<file path="src/rtl/core/aes_pkg.sv">
// Shared constants, types and decode helpers for the ANSI escape stripper.
package aes_pkg;

	localparam int unsigned BYTE_W  = 8;
	localparam int unsigned STATE_W = 3;

	// Parser state codes
	localparam logic [STATE_W-1:0] ST_NORMAL     = 3'd0;
	localparam logic [STATE_W-1:0] ST_ESC        = 3'd1;
	localparam logic [STATE_W-1:0] ST_ESC_INTERM = 3'd2;
	localparam logic [STATE_W-1:0] ST_CSI        = 3'd3;
	localparam logic [STATE_W-1:0] ST_OSC        = 3'd4;
	localparam logic [STATE_W-1:0] ST_OSC_ESC    = 3'd5;

	// Byte codes
	localparam logic [BYTE_W-1:0] BYTE_BEL       = 8'h07;
	localparam logic [BYTE_W-1:0] BYTE_TAB       = 8'h09;
	localparam logic [BYTE_W-1:0] BYTE_LF        = 8'h0A;
	localparam logic [BYTE_W-1:0] BYTE_CR        = 8'h0D;
	localparam logic [BYTE_W-1:0] BYTE_ESC       = 8'h1B;
	localparam logic [BYTE_W-1:0] BYTE_SPACE     = 8'h20;
	localparam logic [BYTE_W-1:0] BYTE_HASH      = 8'h23;
	localparam logic [BYTE_W-1:0] BYTE_PERCENT   = 8'h25;
	localparam logic [BYTE_W-1:0] BYTE_LPAREN    = 8'h28;
	localparam logic [BYTE_W-1:0] BYTE_RPAREN    = 8'h29;
	localparam logic [BYTE_W-1:0] BYTE_STAR      = 8'h2A;
	localparam logic [BYTE_W-1:0] BYTE_PLUS      = 8'h2B;
	localparam logic [BYTE_W-1:0] BYTE_FINAL_LO  = 8'h40;
	localparam logic [BYTE_W-1:0] BYTE_LBRACKET  = 8'h5B;
	localparam logic [BYTE_W-1:0] BYTE_BACKSLASH = 8'h5C;
	localparam logic [BYTE_W-1:0] BYTE_RBRACKET  = 8'h5D;
	localparam logic [BYTE_W-1:0] BYTE_FINAL_HI  = 8'h7E;
	localparam logic [BYTE_W-1:0] BYTE_DEL       = 8'h7F;

	// Decision for one byte: pass it on or not, and where the parser goes
	typedef struct packed {
		logic               keep;
		logic [STATE_W-1:0] next_state;
	} aes_dec_t;

	function automatic logic is_intermediate(input logic [BYTE_W-1:0] b);
		is_intermediate = (b == BYTE_SPACE) || (b == BYTE_HASH) || (b == BYTE_LPAREN) ||
			(b == BYTE_RPAREN) || (b == BYTE_STAR) || (b == BYTE_PLUS) ||
			(b == BYTE_PERCENT);
	endfunction

	function automatic logic is_text(input logic [BYTE_W-1:0] b);
		is_text = (b == BYTE_CR) || (b == BYTE_LF) || (b == BYTE_TAB) ||
			((b >= BYTE_SPACE) && (b != BYTE_DEL));
	endfunction

endpackage

</file>
<file path="src/rtl/core/aes_parser.sv">
// Escape sequence parser: next state and keep decision for one byte.
module aes_parser (
	input  logic [aes_pkg::STATE_W-1:0] state,
	input  logic [aes_pkg::BYTE_W-1:0]  data,
	output aes_pkg::aes_dec_t           dec
);
	import aes_pkg::*;

	always_comb begin
		dec.keep       = 1'b0;
		dec.next_state = ST_NORMAL;
		case (state)
			ST_ESC: begin
				if (data == BYTE_LBRACKET) begin
					dec.next_state = ST_CSI;
				end else if (data == BYTE_RBRACKET) begin
					dec.next_state = ST_OSC;
				end else if (is_intermediate(data)) begin
					dec.next_state = ST_ESC_INTERM;
				end
			end
			ST_ESC_INTERM: begin
				dec.next_state = ST_NORMAL;
			end
			ST_CSI: begin
				if (!((data >= BYTE_FINAL_LO) && (data <= BYTE_FINAL_HI))) begin
					dec.next_state = ST_CSI;
				end
			end
			ST_OSC: begin
				if (data == BYTE_ESC) begin
					dec.next_state = ST_OSC_ESC;
				end else if (data != BYTE_BEL) begin
					dec.next_state = ST_OSC;
				end
			end
			ST_OSC_ESC: begin
				// a non-terminator is dropped, and the byte after it is read as the byte after an ESC
				dec.next_state = (data == BYTE_BACKSLASH) ? ST_NORMAL : ST_ESC;
			end
			default: begin
				if (data == BYTE_ESC) begin
					dec.next_state = ST_ESC;
				end else begin
					dec.keep = is_text(data);
				end
			end
		endcase
	end

endmodule

</file>
<file path="src/rtl/core/aes_out_reg.sv">
// Output word register with stream handshake toward the consumer.
module aes_out_reg (
	input  logic                       clk,
	input  logic                       arst_n,
	input  logic                       load,
	input  logic [aes_pkg::BYTE_W-1:0] load_data,
	output logic                       free,
	output logic                       m_tvalid,
	input  logic                       m_tready,
	output logic [aes_pkg::BYTE_W-1:0] m_tdata
);
	import aes_pkg::*;

	logic                valid_q;
	logic [BYTE_W-1:0]   data_q;

	assign free     = !valid_q || m_tready;
	assign m_tvalid = valid_q;
	assign m_tdata  = data_q;

	always_ff @(posedge clk or negedge arst_n) begin
		if (!arst_n) begin
			valid_q <= 1'b0;
		end else if (load) begin
			valid_q <= 1'b1;
		end else if (m_tready) begin
			valid_q <= 1'b0;
		end
	end

	always_ff @(posedge clk) begin
		if (load) begin
			data_q <= load_data;
		end
	end

endmodule

</file>
<file path="src/rtl/core/ansi_escape_stripper_core.sv">
// A kept word goes through the input register, then the output register, to m_tdata.
// Throughput: one word per cycle while m_tready stays high; the parser state loop is one
// register plus a small byte decode, so nothing limits the rate below that.
// Words inside escape sequences and non-layout controls are dropped and produce no output.
// Reset (arst_n low, asynchronous): both stages empty, parser in normal text state.
module ansi_escape_stripper_core (
	input  logic                       clk,
	input  logic                       arst_n,
	input  logic                       s_tvalid,
	output logic                       s_tready,
	input  logic [aes_pkg::BYTE_W-1:0] s_tdata,  // [7:0] in_byte
	output logic                       m_tvalid,
	input  logic                       m_tready,
	output logic [aes_pkg::BYTE_W-1:0] m_tdata   // [7:0] kept_byte
);
	import aes_pkg::*;

	// Input stage: holds one word until the output register can take it
	logic               valid_s1;
	logic [BYTE_W-1:0]  data_s1;

	// Parser state, advanced only when the stage-1 word is consumed
	logic [STATE_W-1:0] state_q;

	aes_dec_t dec;
	logic     out_free;
	logic     advance;

	// Advance whenever the output slot is free; dropped words advance too
	assign advance  = valid_s1 && out_free;
	// Take a new word when stage 1 is empty or draining this cycle
	assign s_tready = !valid_s1 || advance;

	aes_parser u_parser (
		.state (state_q),
		.data  (data_s1),
		.dec   (dec)
	);

	aes_out_reg u_out (
		.clk       (clk),
		.arst_n    (arst_n),
		.load      (advance && dec.keep),
		.load_data (data_s1),
		.free      (out_free),
		.m_tvalid  (m_tvalid),
		.m_tready  (m_tready),
		.m_tdata   (m_tdata)
	);

	always_ff @(posedge clk or negedge arst_n) begin
		if (!arst_n) begin
			valid_s1 <= 1'b0;
			state_q  <= ST_NORMAL;
		end else begin
			if (s_tready) begin
				valid_s1 <= s_tvalid;
			end
			if (advance) begin
				state_q <= dec.next_state;
			end
		end
	end

	// Hold the payload while stage 1 is stalled
	always_ff @(posedge clk) begin
		if (s_tready && s_tvalid) begin
			data_s1 <= s_tdata;
		end
	end

	// Parser must not move unless a word is consumed
	a_state_hold: assert property (@(posedge clk) disable iff (!arst_n)
		!advance |=> $stable(state_q))
		else $error("parser state changed without a consumed word");

	// Nothing inside an escape sequence is ever passed on
	a_escape_dropped: assert property (@(posedge clk) disable iff (!arst_n)
		(advance && state_q != ST_NORMAL) |-> !dec.keep)
		else $error("word kept while inside an escape sequence");

	// ESC and DEL never reach the output
	a_no_ctrl_out: assert property (@(posedge clk) disable iff (!arst_n)
		m_tvalid |-> (m_tdata != BYTE_ESC && m_tdata != BYTE_DEL))
		else $error("control byte on output");

	// A full, blocked input stage must refuse new words
	a_backpressure: assert property (@(posedge clk) disable iff (!arst_n)
		(valid_s1 && !out_free) |-> !s_tready)
		else $error("input accepted while stage 1 is blocked");

endmodule

</file>
<file path="config.mk">
export PLATFORM = sky130hd
export DESIGN_NAME = ansi_escape_stripper_core
export DESIGN_NICKNAME = d
export VERILOG_FILES = /design/src/rtl/core/aes_pkg.sv /design/src/rtl/core/aes_parser.sv /design/src/rtl/core/aes_out_reg.sv /design/src/rtl/core/ansi_escape_stripper_core.sv
export SDC_FILE = /design/constraint.sdc
export NUM_CORES = 1
export LEC_CHECK = 0
export BUFFER_PORTS_ARGS = -buffer_cell sky130_fd_sc_hd__buf_2
export CAP_MARGIN = 10
export CORE_MARGIN = 10
export CORE_UTILIZATION = 40
export DETAILED_ROUTE_END_ITERATION = 10
export GPL_TIMING_DRIVEN = 0
export PLACE_DENSITY_LB_ADDON = 0.25
export SLEW_MARGIN = 10
export SYNTH_ARGS = -nofsm -noshare
export SYNTH_HDL_FRONTEND = slang
export SYNTH_SLANG_ARGS = --single-unit
</file>
<file path="constraint.sdc">
create_clock -name clk -period 2.1 [get_ports clk]
set_clock_uncertainty 0.1 [all_clocks]
set_input_delay 0.42 -clock clk [delete_from_list [all_inputs] [get_ports clk]]
set_output_delay 0.42 -clock clk [all_outputs]
set_load 0.01 [all_outputs]
</file>
==> results.md, run 1 <==
- Status: complete, no violations
- Cell Area, Synth: 951 um^2
- Metal3 WL: 147 um
- Detail Placement HPWL: 1320 um
- Hold path cells: 1
- Top delay family on crit path: simple AND/OR/NAND/NOR gates
- Pre-CTS WS: -0.0805 ns
- Util after Layout: 51.0%
- Worst-Margin Slew: 0.473 ns
- Data required time of the worst path: 1.98 ns
- Post-synth net total: 85
- I/O pins: 22
- Sequential Power Share: 62.8%
- Crit path max fanout: 9
- Hold crit path type: input pin to register
- Wirelength per Cell: 13.7 um
- FF+latch count, synth: 21
- Largest net degree at the start of global routing: 13
- Worst EP arrival: 1.87 ns
- Post CTS Setup Buffer Count: 0
- Power Density: 719 mW/mm^2
- Seq/Total Area, Yosys: 63.7%
- TritonRoute pass-1 iters: 4
- Critical Path End Type: register
- Yosys cell types: 30
- Initial antenna violation count: 0
- CTS Sinks: 21
- Net Sw Power: 211 uW
- DR vias: 684
- Pleak: 0.000432 uW
- Combinational Power Share: 13.2%
- # fillers: 198
- FP Rows: 17
- WP depth: 4
- Max Fclk: 0.502 GHz
- Worst skew pair latency: 0.31 ns
- Slew Limit Fails: 0
- Global-route wire length before repair: 2950 um
- Relative slew slack: 68.0%
- Clk pwr share: 23.9%
- Switch share: 25.7%
- Worst r2r path cells: 4
- Gr ovfl total: 0
- Post-Syn Instances: 73
- Clk slew on worst S/H paths: 0.12 ns
- Die height: 68.8 um
- Synth area leader: edfxtp_1
- Crit path buffers/inverters: 1
- Routed wl met2: 782 um
- Metal-1 WL: 785 um
- Die Span X: 68.8 um
- CTS buffer count: 3
- Clk root buf: clkbuf_4
- DRC viols: 0
- Post-Syn Area per Cell: 13.0 um^2
- Antenna Nets Post-Route: 0
- Worst vdd ir: 518 uV
- RSZ-0062 raised after global routing: no
- CTS tree: done
- Worst Setup Start Kind: register
- Post-route clock period utilization: 94.9%
- MaxCap Viol Count: 0
- CP max stage cell: dfrtp_1
- Total internal power: 609 uW
- Post-route minimum period: 1.99 ns
- Vias per cell: 5.39
- CORE AREA: 0.00223 mm^2
- NumNets Final: 112
- Routability cong.: 0.771
- Share of cells above drive strength 1: 30.3%
- Diodes inserted: 0
- Cell Chain, Critical Path: buf_6 -> or3_1 -> a221o_1 -> nor3_4
- Initial Utilization: 42.6%
- Gr usage total: 8.16%
- Die area: 0.00473 mm^2
- Post-synth top area share: 50.5%
- Final Setup Violations: 0
- CTS max path bufs: 2
- Hold Violations, Final: 0
- Top post-synthesis cells by area: edfxtp_1, dfrtp_1, nand2b_1, o21ai_0, a221o_1
- IO buf count: 21
- H-Tree Depth: 1
- Iter 0 DRT Violations: 35
- CP peak stage delay: 0.40 ns
- Uppermost routed layer: met4
- Number of global-route vias before repair: 659
- Critical path class: register to register
- Detailed Route WL: 1730 um
- YS warnings: 0
- Area grow syn2layout: 19.9%
- Post-route setup slack: 0.108 ns
-- worst paths after layout --
kind	from	endpoint	slack (ns)
min in group asynchronous	arst_n	state_q[0]	0.33
max reg2reg	state_q[1]	u_out.m_tdata[0]	0.11
min	s_tdata[2]	data_s1[2]	0.18
min reg2reg	data_s1[5]	u_out.m_tdata[5]	0.48
max	state_q[1]	u_out.m_tdata[0]	0.11
max in group asynchronous	arst_n	u_out.m_tvalid	1.45
-- routing by layer --
metal	up-vias	global-route usage (%)
li1	338	-
met1	312	10.1
met2	32	12.8
met3	2	2.90
met4	0	2.96
met5	-	0
-- power groups by stage --
stage	clock [uW]	sequential (uW)	combinational, uW
CTS	197	515	112
floorplan	0	529	54.0
detailed placement	0	524	106
finish	196	515	109
global placement	0	523	105
global route	215	520	121
-- cell families after synthesis --
logic type	share of synthesized area, %
flops	63.7
simple gates	19.5
buf+inv	1.58
compound gates	15.3
-- final cells by class --
class,instances,area (um^2),share of cell area (%)
plain buffers,1,11.3,0.988
clock buffers,3,22.5,1.98
multi-input cells,50,342,30.0
repair buffers,22,115,10.1
well taps,28,35.0,3.07
flip-flops and latches,21,606,53.1
inverters,1,3.75,0.329
clock inverters,1,5.00,0.439
-- state kept, by name, indices dropped and copies added, names as in the netlist --
| register | flops |
|---|---|
| valid_s1 | 1 |
| u_out.m_tvalid | 1 |
| u_out.m_tdata | 8 |
| data_s1 | 8 |
| state_q | 3 |
-- through the flow --
step	TNS (ns)	area, um^2	total power (uW)	instances	hold slack, ns
floorplan	0	956	583	73	0.0244
finish	0	1140	819	127	0.182
detailed placement	-0.643	1100	630	122	0.142
global placement	-0.630	1100	629	122	0.143
CTS	0	1140	824	127	0.175
global route	0	1140	856	127	0.164
-- synth_stat cells --
master	n
o21ai_0	6
nor4b_1	2
o31ai_2	1
nand2_1	5
nor3_1	3
nor3b_1	1
nand2b_1	6
nand3_1	2
and2_1	3
a21oi_1	1
or3_1	2
nand3b_1	2
nor2b_1	1
o31ai_1	1
inv_1	1
nor4_1	1
a211oi_1	1
o21ba_2	1
o221ai_1	1
edfxtp_1	16
buf_6	1
dfrtp_1	5
a32o_1	1
a22o_2	1
nor2_1	1
a221o_1	2
o21a_1	2
a22o_1	1
nand4b_1	1
or2b_1	1
-- cells in the final DEF, fill, tap and decap left out --
cell,netlist,final
edfxtp_1,16,16
inv_1,1,1
o31ai_1,1,1
or2b_1,1,1
nor3_1,3,2
nor2_1,1,1
nand2b_1,6,6
o31ai_2,1,1
o21ba_2,1,1
dlygate4sd3_1,0,1
dfrtp_1,5,5
buf_6,1,1
o21ai_0,6,6
and2_1,3,3
a32o_1,1,1
o221ai_1,1,1
nor4b_1,2,2
a22o_2,1,1
nand2_1,5,5
o21a_1,2,2
clkbuf_4,0,3
a21oi_1,1,1
a22o_1,1,1
nor3b_1,1,1
a211oi_1,1,1
nand3b_1,2,2
clkinv_2,0,1
nand3_1,2,2
nor4_1,1,1
or3_1,2,2
nor3_4,0,1
nand4b_1,1,1
a221o_1,2,2
nor2b_1,1,1
buf_2,0,21
-- repair_timing --
action,4_1_cts,5_1_grt
resized for setup,1,0
setup endpoints to repair,8,8
pin swaps,0,1
hold endpoints to repair,5,0
hold buffers,1,0
Power figures use the tool's default switching activity.
==> inputs of run 2 (changes only) <==
--- a/config.mk
+++ b/config.mk
@@ -5,6 +5,7 @@
 export SDC_FILE = /design/constraint.sdc
 export NUM_CORES = 1
 export LEC_CHECK = 0
+export ABC_AREA = 1
 export BUFFER_PORTS_ARGS = -buffer_cell sky130_fd_sc_hd__buf_2
 export CAP_MARGIN = 10
 export CORE_MARGIN = 10
==> constraint.sdc (replaced) <==
create_clock -name clk -period 1.96 [get_ports clk]
set_clock_uncertainty 0.1 [all_clocks]
set_input_delay 0.392 -clock clk [delete_from_list [all_inputs] [get_ports clk]]
set_output_delay 0.392 -clock clk [all_outputs]
set_load 0.01 [all_outputs]
==> results.md, run 2 <==
- Crit path max fanout: 8
- Die height: 69.6 um
- Routability cong.: 0.894
- Post-synth net total: 122
- Vias per cell: 4.68
- Most frequent cells in the layout: nand2_1, buf_2, edfxtp_1
- Mux contribution to synthesized area: 0%
- Grt met1 use: 8.32%
- Post-synthesis xor/xnor area fraction: 0%
- Diodes inserted: 0
- Critical path class: register to register
- Seq/Total Area, Yosys: 61.4%
- YS warnings: 0
- FF+latch count, synth: 21
- Combinational Power Share: 26.1%
- Initial Utilization: 43.3%
- Max Fclk: 0.572 GHz
- Placed cell areas: 0.00113 mm^2
- Asr flop ratio synth: 23.8%
- Hold path cells: 1
- RSZ-0062 raised after global routing: no
- Final Setup Violations: 0
- Busiest grt layer: met2
- DR vias: 768
- Cell Area, Synth: 986 um^2
- Die Span X: 69.6 um
- Worst r2r path cells: 7
- Top_reg_cell synth: edfxtp_1
- Global Route met2 Usage: 12.6%
- Post-route setup slack: 0.211 ns
- Number of global-route vias before repair: 760
- Global-route wire length before repair: 3170 um
- Slew Limit Fails: 0
- Worst-Margin Slew: 0.328 ns
- # hold bufs at CTS: 1
- CP max stage cell: edfxtp_1
- Post-Layout Inst Area: 0.00117 mm^2
- Die area: 0.00485 mm^2
- FP Rows: 17
- CORE AREA: 0.00228 mm^2
- Post-Syn Instances: 110
- Most common cell after layout, fill and taps aside: nand2_1
- Post-Syn Area per Cell: 8.96 um^2
- M3 GR Usage: 3.28%
- Clk root buf: clkbuf_4
- H-Tree Depth: 1
- Sequential Power Share: 54.8%
- Resized cells post-CTS: 0
- Antenna Nets Post-Route: 0
- Most common cell type on the critical path: nand2_1
- Hold Violations, Final: 0
- Inst Count DP: 159
- Synth area leader: edfxtp_1
- Pre-CTS WS: 0.187 ns
- Cell with the most instances after synthesis: nand2_1
- Worst vdd ir: 554 uV
- Cell Chain, Critical Path: inv_1 -> nand2_1 -> nor3_1 -> nand4_1 -> nand2_1 -> nand2_1 -> inv_1
- Post-route clock period utilization: 89.2%
- Switch share: 33.6%
- Top post-synthesis cells by count: nand2_1, edfxtp_1, nor2_1
- Status: complete, no violations
- Worst Setup Start Kind: register
- Util after Layout: 51.2%
- Total internal power: 754 uW
- Hold crit path type: input pin to register
- Wirelength per Cell: 11.3 um
- Detailed Route WL: 1850 um
- Fin Setup TNS: 0 ns
- Adder-cell area share of the yosys netlist: 0%
- Share of cells above drive strength 1: 27.2%
- Critical Path End Type: register
- Simple-Gate Fraction of Synth Area: 29.9%
- Clk slew on worst S/H paths: 0.12 ns
- CTS max path bufs: 2
- Relative slew slack: 78.1%
- Clk pwr share: 19.1%
- CTS buffer count: 3
- Power Density: 974 mW/mm^2
- Compound-Gate Fraction of Synth Area: 1.78%
- Worst EP arrival: 1.65 ns
- Detail Placement HPWL: 1490 um
- Post-route minimum period: 1.75 ns
- Net Sw Power: 382 uW
- Data required time of the worst path: 1.86 ns
- Gr ovfl total: 0
- Initial antenna violation count: 0
- Gr usage total: 7.81%
- Area grow syn2layout: 18.3%
- Post-synth EDFFs: 16
- CP peak stage delay: 0.44 ns
- IO buf count: 21
- I/O pins: 22
- CTS tree: done
- TritonRoute pass-1 iters: 4
- Post CTS Setup Buffer Count: 0
- Post-synth top area share: 48.7%
- Worst skew pair latency: 0.31 ns
- Yosys cell types: 16
- Pleak: 0.000553 uW
- Top post-synthesis cells by area: edfxtp_1, nand2_1, dfrtp_1, nand3_1, nor2_1
- Largest family of logic cells by synthesized area: simple AND/OR/NAND/NOR gates
- CTS Sinks: 21
- Largest net degree at the start of global routing: 14
- DRC viols: 0
- MaxCap Viol Count: 0
- NumNets Final: 149
- Iter 0 DRT Violations: 26
- Fin cells: 164
==> run 2: cell count changes in the layout (fill, tap and decap cells not counted), moves of 3 or more <==
cell	before	now
nor2_1	1	13
nand3_1	2	10
o21ai_0	6	1
inv_2	0	6
inv_1	1	12
and2_1	3	0
nand2_1	5	37
nand2b_1	6	0
nor2_2	0	3
==> run 2: critical path, delay by kind of cell (launching register included) <==
kind | cells | cell delay, ns
simple gates | 5 | 0.53
buf+inv | 2 | 0.36
flops | 1 | 0.44
==> run 2: cell families after synthesis <==
| logic type | Yosys count |
|---|---|
| AOI/OAI and AO/OA | 3 |
| buffers and inverters | 18 |
| DFF | 21 |
| and+or+nand+nor | 68 |
==> run 2: final timing paths <==
| kind | from | endpoint | slack [ns] |
|---|---|---|---|
| max in group asynchronous | arst_n | state_q[0] | 1.33 |
| min in group asynchronous | arst_n | valid_s1 | 0.31 |
| min | s_tdata[1] | data_s1[1] | 0.15 |
| max reg2reg | data_s1[7] | u_out.m_tdata[6] | 0.21 |
| min reg2reg | data_s1[7] | u_out.m_tdata[7] | 0.42 |
| max | data_s1[7] | u_out.m_tdata[6] | 0.21 |
==> run 2: metrics by stage <==
step / power [uW] / hold WS [ns]
final: 1140 / 0.148
after global placement: 921 / 0.109
after global routing: 1220 / 0.128
after CTS: 1150 / 0.142
after detailed placement: 932 / 0.110
after floorplan: 825 / -0.00359
==> run 2: routing by layer <==
layer | wire [um] | vias to the layer above
met3 | 128 | 7
met5 | 0 | -
met4 | 61 | 0
li1 | - | 401
met1 | 812 | 336
met2 | 847 | 24
==> run 2: power groups by stage <==
stage / sequential [uW] / clock, uW / combinational [uW]
6_report: 623 / 217 / 296
4_1_cts: 623 / 223 / 303
3_3_place_gp: 629 / 0 / 291
5_1_grt: 634 / 243 / 338
2_1_floorplan: 651 / 0 / 174
3_5_place_dp: 633 / 0 / 298
==> run 2: cell type report <==
type | count | area (um^2)
clock buffers | 3 | 22.5
multi-input cells | 71 | 313
fillers | 213 | 1110
repair buffers | 22 | 115
clock inverters | 1 | 7.51
inverters | 18 | 67.6
well taps | 28 | 35.0
flip-flops and latches | 21 | 606
